`config.mk`:
```
export PLATFORM = sky130hd
export DESIGN_NAME = audio_sample_format_converter_core
export DESIGN_NICKNAME = d
export VERILOG_FILES = /design/src/asfc_pkg.sv /design/src/asfc_conv.sv /design/src/audio_sample_format_converter_core.sv
export SDC_FILE = /design/constraint.sdc
export NUM_CORES = 1
export LEC_CHECK = 0
export BUFFER_PORTS_ARGS = -buffer_cell sky130_fd_sc_hd__buf_2
export CORE_UTILIZATION = 45
export CTS_CLUSTER_SIZE = 12
export DETAILED_ROUTE_END_ITERATION = 10
export PLACE_DENSITY_LB_ADDON = 0.08
export SYNTH_ARGS = -nofsm -noshare
export SYNTH_HDL_FRONTEND = slang
export SYNTH_SLANG_ARGS = --single-unit
```
`constraint.sdc`:
```
create_clock -name clk -period 17.2 [get_ports clk]
set_input_delay 3.44 -clock clk [delete_from_list [all_inputs] [get_ports clk]]
set_output_delay 3.44 -clock clk [all_outputs]
set_load 0.005 [all_outputs]
```
`src/asfc_pkg.sv`:
```
package asfc_pkg;

  localparam int unsigned WORD_W   = 32;
  localparam int unsigned STATUS_W = 2;
  localparam int unsigned MODE_W   = 2;

  typedef enum logic [MODE_W-1:0] {
    MODE_PCM16_TO_F32 = 2'd0,
    MODE_PCM32_TO_F32 = 2'd1,
    MODE_F32_TO_PCM16 = 2'd2,
    MODE_UNUSED       = 2'd3
  } mode_t;

  localparam logic [STATUS_W-1:0] STATUS_OK        = 2'd0;
  localparam logic [STATUS_W-1:0] STATUS_NONFINITE = 2'd1;
  localparam logic [STATUS_W-1:0] STATUS_RANGE     = 2'd2;

  typedef struct packed {
    logic [WORD_W-1:0]   word;
    logic [STATUS_W-1:0] status;
  } result_t;

endpackage

```
`src/asfc_conv.sv`:
```
module asfc_conv (
  input  asfc_pkg::mode_t         mode,
  input  logic [31:0]             sample_word,
  output asfc_pkg::result_t       result
);

  // integer to float path (pcm16 enters pre-shifted into the top half)
  logic [31:0] ival;
  logic        ineg;
  logic [31:0] imag;
  logic [4:0]  lz;
  logic [31:0] norm;
  logic        rnd_up;
  logic [30:0] fbody;
  logic [31:0] fword;

  // float to pcm16 path
  logic [7:0]  ef;
  logic [23:0] mant;
  logic [7:0]  ee;
  logic [7:0]  sh;
  logic [15:0] scale;
  logic [39:0] prod;
  logic [39:0] shifted;
  logic [16:0] rmag;
  logic [15:0] pcm;
  logic        fneg;

  always_comb begin
    ival = (mode == asfc_pkg::MODE_PCM16_TO_F32) ? {sample_word[15:0], 16'h0000}
                                                 : sample_word;
    ineg = ival[31];
    imag = ineg ? (~ival + 32'd1) : ival;
    lz = 5'd0;
    for (int i = 0; i < 32; i++) begin
      if (imag[i]) lz = 5'(31 - i);
    end
    norm   = imag << lz;
    rnd_up = norm[7] & ((|norm[6:0]) | norm[8]);
    fbody  = {8'(8'd127 - {3'b000, lz}), norm[30:8]} + {30'd0, rnd_up};
    fword  = (imag == 32'd0) ? 32'd0 : {ineg, fbody};
  end

  always_comb begin
    ef    = sample_word[30:23];
    fneg  = sample_word[31];
    mant  = {(ef != 8'd0), sample_word[22:0]};
    ee    = (ef == 8'd0) ? 8'd1 : ef;
    sh    = 8'd149 - ee;           // one less than the full shift, for rounding
    scale = fneg ? 16'd32768 : 16'd32767;
    prod  = {16'd0, mant} * {24'd0, scale};
    shifted = (sh >= 8'd40) ? 40'd0 : (prod >> sh);
    rmag  = 17'((shifted + 40'd1) >> 1);  // half away from zero on magnitude
    pcm   = fneg ? 16'(~rmag + 17'd1) : rmag[15:0];
  end

  always_comb begin
    result.word   = '0;
    result.status = asfc_pkg::STATUS_OK;
    unique case (mode)
      asfc_pkg::MODE_PCM16_TO_F32,
      asfc_pkg::MODE_PCM32_TO_F32: result.word = fword;
      asfc_pkg::MODE_F32_TO_PCM16: begin
        if (ef == 8'hFF) begin
          result.status = asfc_pkg::STATUS_NONFINITE;
        end else if (sample_word[30:0] > 31'h3F800000) begin
          result.status = asfc_pkg::STATUS_RANGE;
        end else begin
          result.word = {16'h0000, pcm};
        end
      end
      default: result.word = '0;
    endcase
  end

endmodule

```
`src/audio_sample_format_converter_core.sv`:
```
// Audio sample format converter. Each transfer on the input stream carries one
// sample word and yields exactly one result transfer, registered and shown in the
// next cycle, taken only when the output is free: a sustained rate of one sample
// per clock while out_tready holds, set by the single result register. cfg_wdata
// selects the mode (0 pcm16 to float32, 1 pcm32 to float32, 2 float32 to pcm16;
// mode 3 returns zero). Write it only when idle. out_tuser carries the status:
// 0 ok, 1 non-finite input, 2 out of range; the word is zero whenever the status is not ok.
module audio_sample_format_converter_core (
  input  logic        clk,
  input  logic        rst_n,
  input  logic        cfg_wen,
  input  logic [1:0]  cfg_wdata,     // conversion_mode
  input  logic        in_tvalid,
  output logic        in_tready,
  input  logic [31:0] in_tdata,      // [31:0] sample_word
  output logic        out_tvalid,
  input  logic        out_tready,
  output logic [31:0] out_tdata,     // [31:0] out_word
  output logic [1:0]  out_tuser      // [1:0] status
);

  asfc_pkg::mode_t   mode_r;
  asfc_pkg::result_t res_nxt;
  asfc_pkg::result_t res_r;
  logic              out_valid_r;

  // Mode register
  always_ff @(posedge clk) begin
    if (!rst_n) begin
      mode_r <= asfc_pkg::MODE_PCM16_TO_F32;
    end else if (cfg_wen) begin
      mode_r <= asfc_pkg::mode_t'(cfg_wdata);
    end
  end

  // Conversion is shallow, so it sits directly ahead of the result register
  asfc_conv u_conv (
    .mode        (mode_r),
    .sample_word (in_tdata),
    .result      (res_nxt)
  );

  // Accept whenever the result register is empty or being drained
  assign in_tready = !out_valid_r || out_tready;

  always_ff @(posedge clk) begin
    if (!rst_n) begin
      out_valid_r <= 1'b0;
    end else if (in_tready) begin
      out_valid_r <= in_tvalid;
    end
  end

  always_ff @(posedge clk) begin
    if (in_tvalid && in_tready) begin
      res_r <= res_nxt;
    end
  end

  assign out_tvalid = out_valid_r;
  assign out_tdata  = res_r.word;
  assign out_tuser  = res_r.status;

  // A stalled result must not be overwritten
  a_no_overrun: assert property (@(posedge clk) disable iff (!rst_n)
    out_valid_r && !out_tready |-> !in_tready)
    else $error("input taken while result stalled");

  // Any accepted transfer appears on the output next cycle
  a_accept_to_out: assert property (@(posedge clk) disable iff (!rst_n)
    in_tvalid && in_tready |=> out_tvalid)
    else $error("accepted transfer lost");

  // Error results carry a zero word
  a_err_zero: assert property (@(posedge clk) disable iff (!rst_n)
    out_tvalid && (out_tuser != asfc_pkg::STATUS_OK) |-> out_tdata == 32'd0)
    else $error("error result with non-zero word");

endmodule

```
==> insert_results.sql, run 1 <==
INSERT INTO impl_metrics (metric_group, metric, value, unit) VALUES
('clock_network', 'worst_setup_hold_path_clk_slew', '0.07', 'ns'),
('worst_setup_path', 'wp_data_arrival', '14.32', 'ns'),
('worst_setup_path', 'cp_max_fo', '26', ''),
('floorplanning', 'fp.dieH', '217', 'um'),
('timing', 'fin_crit', '14.30', 'ns'),
('drt', 'dr.first_iter.drc_count', '2392', ''),
('layout', 'fillCellCount', '4711', ''),
('drt', 'ant_nets', '0', ''),
('worst_setup_path', 'critical_path.startpoint_type', 'input pin', ''),
('timing', 'finalClockSkew', '0.00930', 'ns'),
('clock_network', 'htreeDepth', '2', ''),
('yosys', 'syn-instance-count', '2688', ''),
('timing', 'clock.fmax', '69.9', 'MHz'),
('layout', 'multi_input_area', '17700', 'um2'),
('min_path', 'worst_hold_endpoint', 'out_tvalid', ''),
('clock_network', 'clkLatencyLatePin', '0.30', 'ns'),
('min_path', 'timing.hold.worst_path_depth', '2', ''),
('yosys', 'synth_edf_count', '34', ''),
('placed_design', 'detailedPlacementHpwl', '67.8', 'mm'),
('timing', 'finalCritPeriodShare', '0.832', ''),
('timing', 'setup-violations-final', '0', ''),
('clock_network', 'cts_buffers', '5', ''),
('grt', 'grt_start_max_net_pins', '56', ''),
('floorplanning', 'floorplan.die_area', '47100', 'um2'),
('layout', 'antennaDiodeCount', '0', ''),
('floorplanning', 'core-area', '45500', 'um2'),
('worst_setup_path', 'reg2reg_depth', '23', ''),
('timing', 'actual_slew_at_the_worst_max_slew_pin', '1.26', 'ns'),
('yosys', 'seq_area_frac_synth', '0.0520', ''),
('clock_network', 'post_cts_resize_count', '0', ''),
('grt', 'grt_use_total', '0.356', ''),
('clock_network', 'clockRootBuffer', 'sky130_fd_sc_hd__clkbuf_16', ''),
('timing', 'finalSetupTns', '0', 'ns'),
('clock_network', 'cts_sinks', '37', ''),
('timing', 'rsz0062_at_grt', 'no', ''),
('placed_design', 'placement.io_buffers', '74', ''),
('clock_network', 'post_cts_buffers', '0', ''),
('grt', 'grt_antenna_before_repair', '0', ''),
('drt', 'wl', '83.3', 'mm'),
('timing', 'timing.max_slew.rel_slack', '0.153', ''),
('yosys', 'yosys.cell_types.count', '123', ''),
('clock_network', 'cts_tree', 'built', ''),
('grt', 'grt_pass1_vias', '21500', ''),
('grt', 'wire_length_of_the_first_global_routing_pass', '130', 'mm'),
('placed_design', 'gp_congestion', '1.04', ''),
('drt', 'firstDrtPassIters', '7', ''),
('drt', 'route.detailed.drc', '0', ''),
('worst_setup_path', 'setup.worst_path.class', 'in -> reg', ''),
('worst_setup_path', 'worstReg2RegStart', 'mode_r[0]', ''),
('yosys', 'yosys_register_bits', '37', ''),
('job', 'cap_violations', '0', ''),
('min_path', 'hold_start', 'out_tvalid', ''),
('layout', 'post_route_cells_drive_above_1_share', '0.0936', ''),
('floorplanning', 'die_width', '217', 'um'),
('drt', 'route.detailed.vias_per_inst', '6.62', ''),
('layout', 'layout_commonest_cell', 'sky130_fd_sc_hd__inv_1', ''),
('worst_setup_path', 'timing.reg2reg.setup_slack', '8.18', 'ns'),
('yosys', 'synthesis.yosys.warnings', '0', ''),
('min_path', 'worstHoldPathType', 'reg -> reg', ''),
('worst_setup_path', 'critical-path-slowest-cell', 'sky130_fd_sc_hd__nor4b_1', ''),
('run_status', 'outcome', 'complete, no violations', ''),
('yosys', 'async_reset_ff_frac', '0', ''),
('worst_setup_path', 'critPathCaptureType', 'flop', ''),
('floorplanning', 'initial_core_util', '0.457', ''),
('layout', 'area_growth_syn_to_layout', '4.14', '%'),
('timing', 'finalMaxSlewViolations', '0', ''),
('drt', 'routed-via-count', '21500', ''),
('layout', 'register_area', '1080', 'um2'),
('clock_network', 'cts_hold_repair.buffers', '0', ''),
('worst_setup_path', 'delay_of_the_slowest_critical_path_stage', '0.92', 'ns'),
('clock_network', 'cts-root-to-sink-buffers', '2', '');
[cell families (layout without fill, tap and decap cells)]
family,after synthesis,after routing,share of synthesized area
mux,73,73,0.0381
compound gates,785,785,0.277
xor+xnor,99,99,0.0421
buf+inv,497,458,0.0964
simple gates,855,855,0.213
flops,37,37,0.0520
other cells,1,1,0.000180
fa+ha+maj,341,341,0.282
[layer usage]
metal | global-route usage | wire length (um) | vias to the layer above | share of wire
met5 | 0 | 0 | - | 0
met4 | 0.169 | 4730 | 0 | 0.057
met3 | 0.0516 | 6560 | 272 | 0.079
met2 | 0.592 | 39000 | 1176 | 0.47
met1 | 0.454 | 33000 | 10400 | 0.40
li1 | - | - | 9694 | -
[per-stage QoR]
step / setup WS (ns) / hold WS (ns) / cell area (um2) / utilization / std cells
after detailed placement: 2.87 / 0.526 / 21500 / 0.473 / 3241
after global placement: 2.96 / 0.516 / 21500 / 0.473 / 3241
after floorplan: 4.20 / 0.537 / 20800 / - / 2688
after CTS: 3.15 / 0.538 / 21700 / 0.476 / 3249
final: 2.90 / 0.527 / 21700 / 0.476 / 3249
after global routing: 2.28 / 0.570 / 21700 / 0.476 / 3249
[cells in the mapped netlist (51+ instances only)]
cell type	number	area (um2)
sky130_fd_sc_hd__nor2_1	193	724
sky130_fd_sc_hd__inv_1	336	1260
sky130_fd_sc_hd__nand2_1	222	833
sky130_fd_sc_hd__o211ai_1	64	480
sky130_fd_sc_hd__nand3_1	74	370
sky130_fd_sc_hd__xnor2_1	51	447
sky130_fd_sc_hd__a211oi_1	54	405
sky130_fd_sc_hd__a21oi_1	126	631
sky130_fd_sc_hd__clkbuf_1	98	368
sky130_fd_sc_hd__ha_1	129	1610
sky130_fd_sc_hd__o21ai_0	101	505
sky130_fd_sc_hd__fa_1	212	4240
sky130_fd_sc_hd__nor3_1	82	410
[how the worst max path moves through the flow]
stage	start	cells past startpoint	endpoint	slack [ns]
2_1_floorplan	in_tdata[31]	34	out_tdata[12]	4.20
3_3_place_gp	in_tdata[26]	34	out_tdata[15]	2.96
3_5_place_dp	in_tdata[31]	32	out_tdata[15]	2.87
4_1_cts	in_tdata[31]	32	out_tdata[15]	3.15
5_1_grt	in_tdata[31]	32	out_tdata[12]	2.28
6_report	in_tdata[31]	32	out_tdata[12]	2.90
[registers in the layout, summed over array words and instances, names as in the netlist]
signal	count
out_tdata	32
mode_r	2
out_tuser	2
out_tvalid	1
[cell type report]
| cell class | count | area share |
|---|---|---|
| Tap cell | 600 | 0.0347 |
| Multi-Input combinational cell | 2154 | 0.819 |
| Clock buffer | 5 | 0.00578 |
| Sequential cell | 37 | 0.0499 |
| Inverter | 339 | 0.0587 |
| Timing Repair Buffer | 111 | 0.0299 |
| Clock inverter | 3 | 0.00214 |
[critical path: cells and delay by family]
family	cells	cell delay, ns
AOI/OAI and AO/OA	7	2.79
adders and majority gates	7	3.71
and+or+nand+nor	7	2.67
muxes	1	0.19
xor gates and xnor gates	2	0.43
buffers and inverters	8	1.04
Power of run 1 is not shown: default switching activity piles up to over one toggle a cycle in this logic, so the estimate is an artifact.
==> run 2, diff against run 1 <==
--- a/config.mk
+++ b/config.mk
@@ -5,6 +5,7 @@
 export SDC_FILE = /design/constraint.sdc
 export NUM_CORES = 1
 export LEC_CHECK = 0
+export ABC_AREA = 1
 export BUFFER_PORTS_ARGS = -buffer_cell sky130_fd_sc_hd__buf_2
 export CORE_UTILIZATION = 45
 export CTS_CLUSTER_SIZE = 12
==> constraint.sdc (replaced) <==
create_clock -name clk -period 13.3 [get_ports clk]
set_input_delay 2.66 -clock clk [delete_from_list [all_inputs] [get_ports clk]]
set_output_delay 2.66 -clock clk [all_outputs]
set_load 0.005 [all_outputs]
==> run 2 against run 1 <==
Hold slack improved by 0.023 ns. Routed wire length fell by 30%. Synthesized area fell by 14%. Register-to-register slack got worse by 2.3 ns. Synthesized cell count rose by 3.1%. Clock skew barely moved. Via count fell by 18%. Final area fell by 13%. Sequential share of layout area rose by 0.77 points. Cell count rose by 1.4%. Non-clock buffer count fell by 20. Die area fell by 14%. Critical path type unchanged. Highest routed layer unchanged.
==> insert_results.sql, run 2 <==
INSERT INTO impl_metrics (metric_group, metric, value, unit) VALUES
('placed_design', 'detailedPlacementHpwl', '50.1', 'mm'),
('grt', 'grt_pass1_vias', '17900', ''),
('timing', 'timing.max_slew.rel_slack', '0.292', ''),
('layout', 'register_area', '1080', 'um2'),
('worst_setup_path', 'wp_data_arrival', '12.29', 'ns'),
('drt', 'ant_nets', '0', ''),
('worst_setup_path', 'critPathCaptureType', 'flop', ''),
('grt', 'grt_start_max_net_pins', '41', ''),
('floorplanning', 'core-area', '38900', 'um2'),
('yosys', 'synthesis.yosys.warnings', '0', ''),
('worst_setup_path', 'delay_of_the_slowest_critical_path_stage', '0.63', 'ns'),
('yosys', 'syn-cell-area', '17900', 'um2'),
('worst_setup_path', 'crit_top_cell', 'sky130_fd_sc_hd__nand2_1', ''),
('timing', 'clock.fmax', '81.7', 'MHz'),
('clock_network', 'cts_buffers', '5', ''),
('grt', 'grt_use_total', '0.297', ''),
('placed_design', 'placement.cell_area', '18600', 'um2'),
('yosys', 'synth_area_per_inst', '6.46', 'um2'),
('floorplanning', 'initial_core_util', '0.460', ''),
('timing', 'actual_slew_at_the_worst_max_slew_pin', '1.06', 'ns'),
('drt', 'route.detailed.drc', '0', ''),
('yosys', 'ys_dominant_reg_cell', 'sky130_fd_sc_hd__edfxtp_1', ''),
('clock_network', 'post_cts_buffers', '0', ''),
('timing', 'finalSetupTns', '0', 'ns'),
('floorplanning', 'ioPinCount', '75', ''),
('yosys', 'yosysTopAreaCellShare', '0.237', ''),
('layout', 'antennaDiodeCount', '0', ''),
('drt', 'dr.first_iter.drc_count', '1253', ''),
('timing', 'rsz0062_at_grt', 'no', ''),
('worst_setup_path', 'cp_data_required_time', '13.34', 'ns'),
('timing', 'finalCritPeriodShare', '0.921', ''),
('grt', 'wire_length_of_the_first_global_routing_pass', '95.6', 'mm'),
('clock_network', 'clockRootBuffer', 'sky130_fd_sc_hd__clkbuf_16', ''),
('yosys', 'yosys.cell_types.count', '64', ''),
('placed_design', 'placement.io_buffers', '74', ''),
('floorplanning', 'fp.dieH', '201', 'um'),
('worst_setup_path', 'setup.worst_path.class', 'in -> reg', ''),
('floorplanning', 'floorplan.die_area', '40500', 'um2'),
('floorplanning', 'core.rowCount', '72', ''),
('yosys', 'top_cells_by_instance_count_after_synthesis', '643 x sky130_fd_sc_hd__nand2_1, 536 x sky130_fd_sc_hd__inv_1, 345 x sky130_fd_sc_hd__nand3_1', ''),
('clock_network', 'htreeDepth', '2', ''),
('timing', 'fin_hold_ws', '0.550', 'ns'),
('drt', 'firstDrtPassIters', '6', ''),
('worst_setup_path', 'critical-path-slowest-cell', 'sky130_fd_sc_hd__fa_1', ''),
('yosys', 'seq_area_frac_synth', '0.0604', ''),
('clock_network', 'clkLatencyLatePin', '0.29', 'ns'),
('grt', 'grt_antenna_before_repair', '0', ''),
('worst_setup_path', 'cp_max_fo', '25', ''),
('grt', 'grt_overflow', '0', ''),
('layout', 'largest_register_ffs', '32', ''),
('timing', 'setup-violations-final', '0', ''),
('drt', 'routed-via-count', '17600', ''),
('yosys', 'yosysMostFrequentCell', 'sky130_fd_sc_hd__nand2_1', ''),
('placed_design', 'gp_congestion', '0.977', ''),
('layout', 'layout.cells.most_common_list', '643 x sky130_fd_sc_hd__nand2_1, 536 x sky130_fd_sc_hd__inv_1, 345 x sky130_fd_sc_hd__nand3_1, 226 x sky130_fd_sc_hd__nor2_1, 212 x sky130_fd_sc_hd__fa_1', ''),
('clock_network', 'cts-root-to-sink-buffers', '2', ''),
('layout', 'final_nets', '3156', ''),
('floorplanning', 'die_width', '201', 'um'),
('timing', 'fin_crit', '12.24', 'ns'),
('layout', 'fillCellCount', '4234', ''),
('layout', 'post_route_cells_drive_above_1_share', '0.0789', ''),
('yosys', 'synth_nets', '3150', ''),
('drt', 'route.detailed.vias_per_inst', '5.33', ''),
('clock_network', 'cts_tree', 'built', ''),
('yosys', 'synth_area_leaders', 'sky130_fd_sc_hd__fa_1 24%, sky130_fd_sc_hd__nand2_1 13%, sky130_fd_sc_hd__inv_1 11%, sky130_fd_sc_hd__nand3_1 9.7%, sky130_fd_sc_hd__ha_1 9.0%', ''),
('yosys', 'yosys.area.top_type', 'sky130_fd_sc_hd__fa_1', ''),
('timing', 'finalMaxSlewViolations', '0', ''),
('layout', 'post-route-cell-area', '18800', 'um2'),
('worst_setup_path', 'critical_path.startpoint_type', 'input pin', ''),
('yosys', 'async_reset_ff_frac', '0', ''),
('yosys', 'synth_edf_count', '34', ''),
('timing', 'finalClockSkew', '0.00969', 'ns'),
('yosys', 'yosys_register_bits', '37', ''),
('min_path', 'worstHoldPathType', 'reg -> reg', ''),
('drt', 'wl', '57.9', 'mm'),
('layout', 'area_growth_syn_to_layout', '5.00', '%'),
('clock_network', 'cts_sinks', '37', ''),
('drt', 'drt-wirelength-per-cell', '17.6', 'um'),
('layout', 'layout_commonest_cell', 'sky130_fd_sc_hd__nand2_1', ''),
('job', 'cap_violations', '0', ''),
('clock_network', 'worst_setup_hold_path_clk_slew', '0.06', 'ns'),
('yosys', 'syn-instance-count', '2770', ''),
('layout', 'multi_input_area', '14300', 'um2'),
('timing', 'hold_violations', '0', ''),
('run_status', 'outcome', 'complete, no violations', '');
==> run 2: worst paths after layout <==
check | start | endpoint | slack (ns) | cells after the start
max | in_tdata[31] | out_tdata[15] | 1.06 | 41
min | out_tvalid | out_tvalid | 0.55 | 2
max reg2reg | mode_r[1] | out_tdata[20] | 5.89 | 46
min reg2reg | out_tvalid | out_tvalid | 0.55 | 2
==> run 2: repair_timing <==
action	4_1_cts	5_1_grt
gates resized for setup	0	2
endpoints found under the setup margin	0	1
hold buffers	0	0
==> run 2: through the flow <==
stage               cells  worst slack [ns]   util
global route         3295             0.178  0.483
floorplan            2770              1.98      -
detailed placement   3287             0.695  0.478
finish               3295              1.06  0.483
global placement     3287             0.852  0.478
CTS                  3295             0.969  0.482
==> run 2: worst max-delay path, delay by kind of cell <==
kind / cells / cell delay (ns)
adder cells (fa/ha/maj): 8 / 4.04
AO/OA/AOI/OAI: 4 / 1.31
buffers and inverters: 7 / 0.82
AND/OR/NAND/NOR: 22 / 3.45
==> run 2: area by class of cell <==
type                            count  area share
Clock inverter                      3     0.00220
Sequential cell                    37      0.0576
Tap cell                          518      0.0345
Multi-Input combinational cell   2082       0.761
Inverter                          559       0.112
Clock buffer                        5     0.00666
Timing Repair Buffer               91      0.0265
==> run 2: logic make-up (layout without fill, tap and decap cells) <==
logic type / count (synthesis) / count (layout) / share of synthesized area
xor+xnor: 37 / 37 / 0.0202
mux: 8 / 8 / 0.00448
simple gates: 1377 / 1377 / 0.345
buf+inv: 651 / 658 / 0.142
compound gates: 318 / 318 / 0.0998
flops: 37 / 37 / 0.0604
fa+ha+maj: 341 / 341 / 0.328
other cells: 1 / 1 / 0.000210
==> run 2: per-layer routing <==
layer | track usage | wire, um
met5 | 0 | 0
met4 | 0.106 | 2300
met3 | 0.0186 | 2250
met2 | 0.533 | 28700
met1 | 0.374 | 24600
Power of run 2 is left out for the same reason.
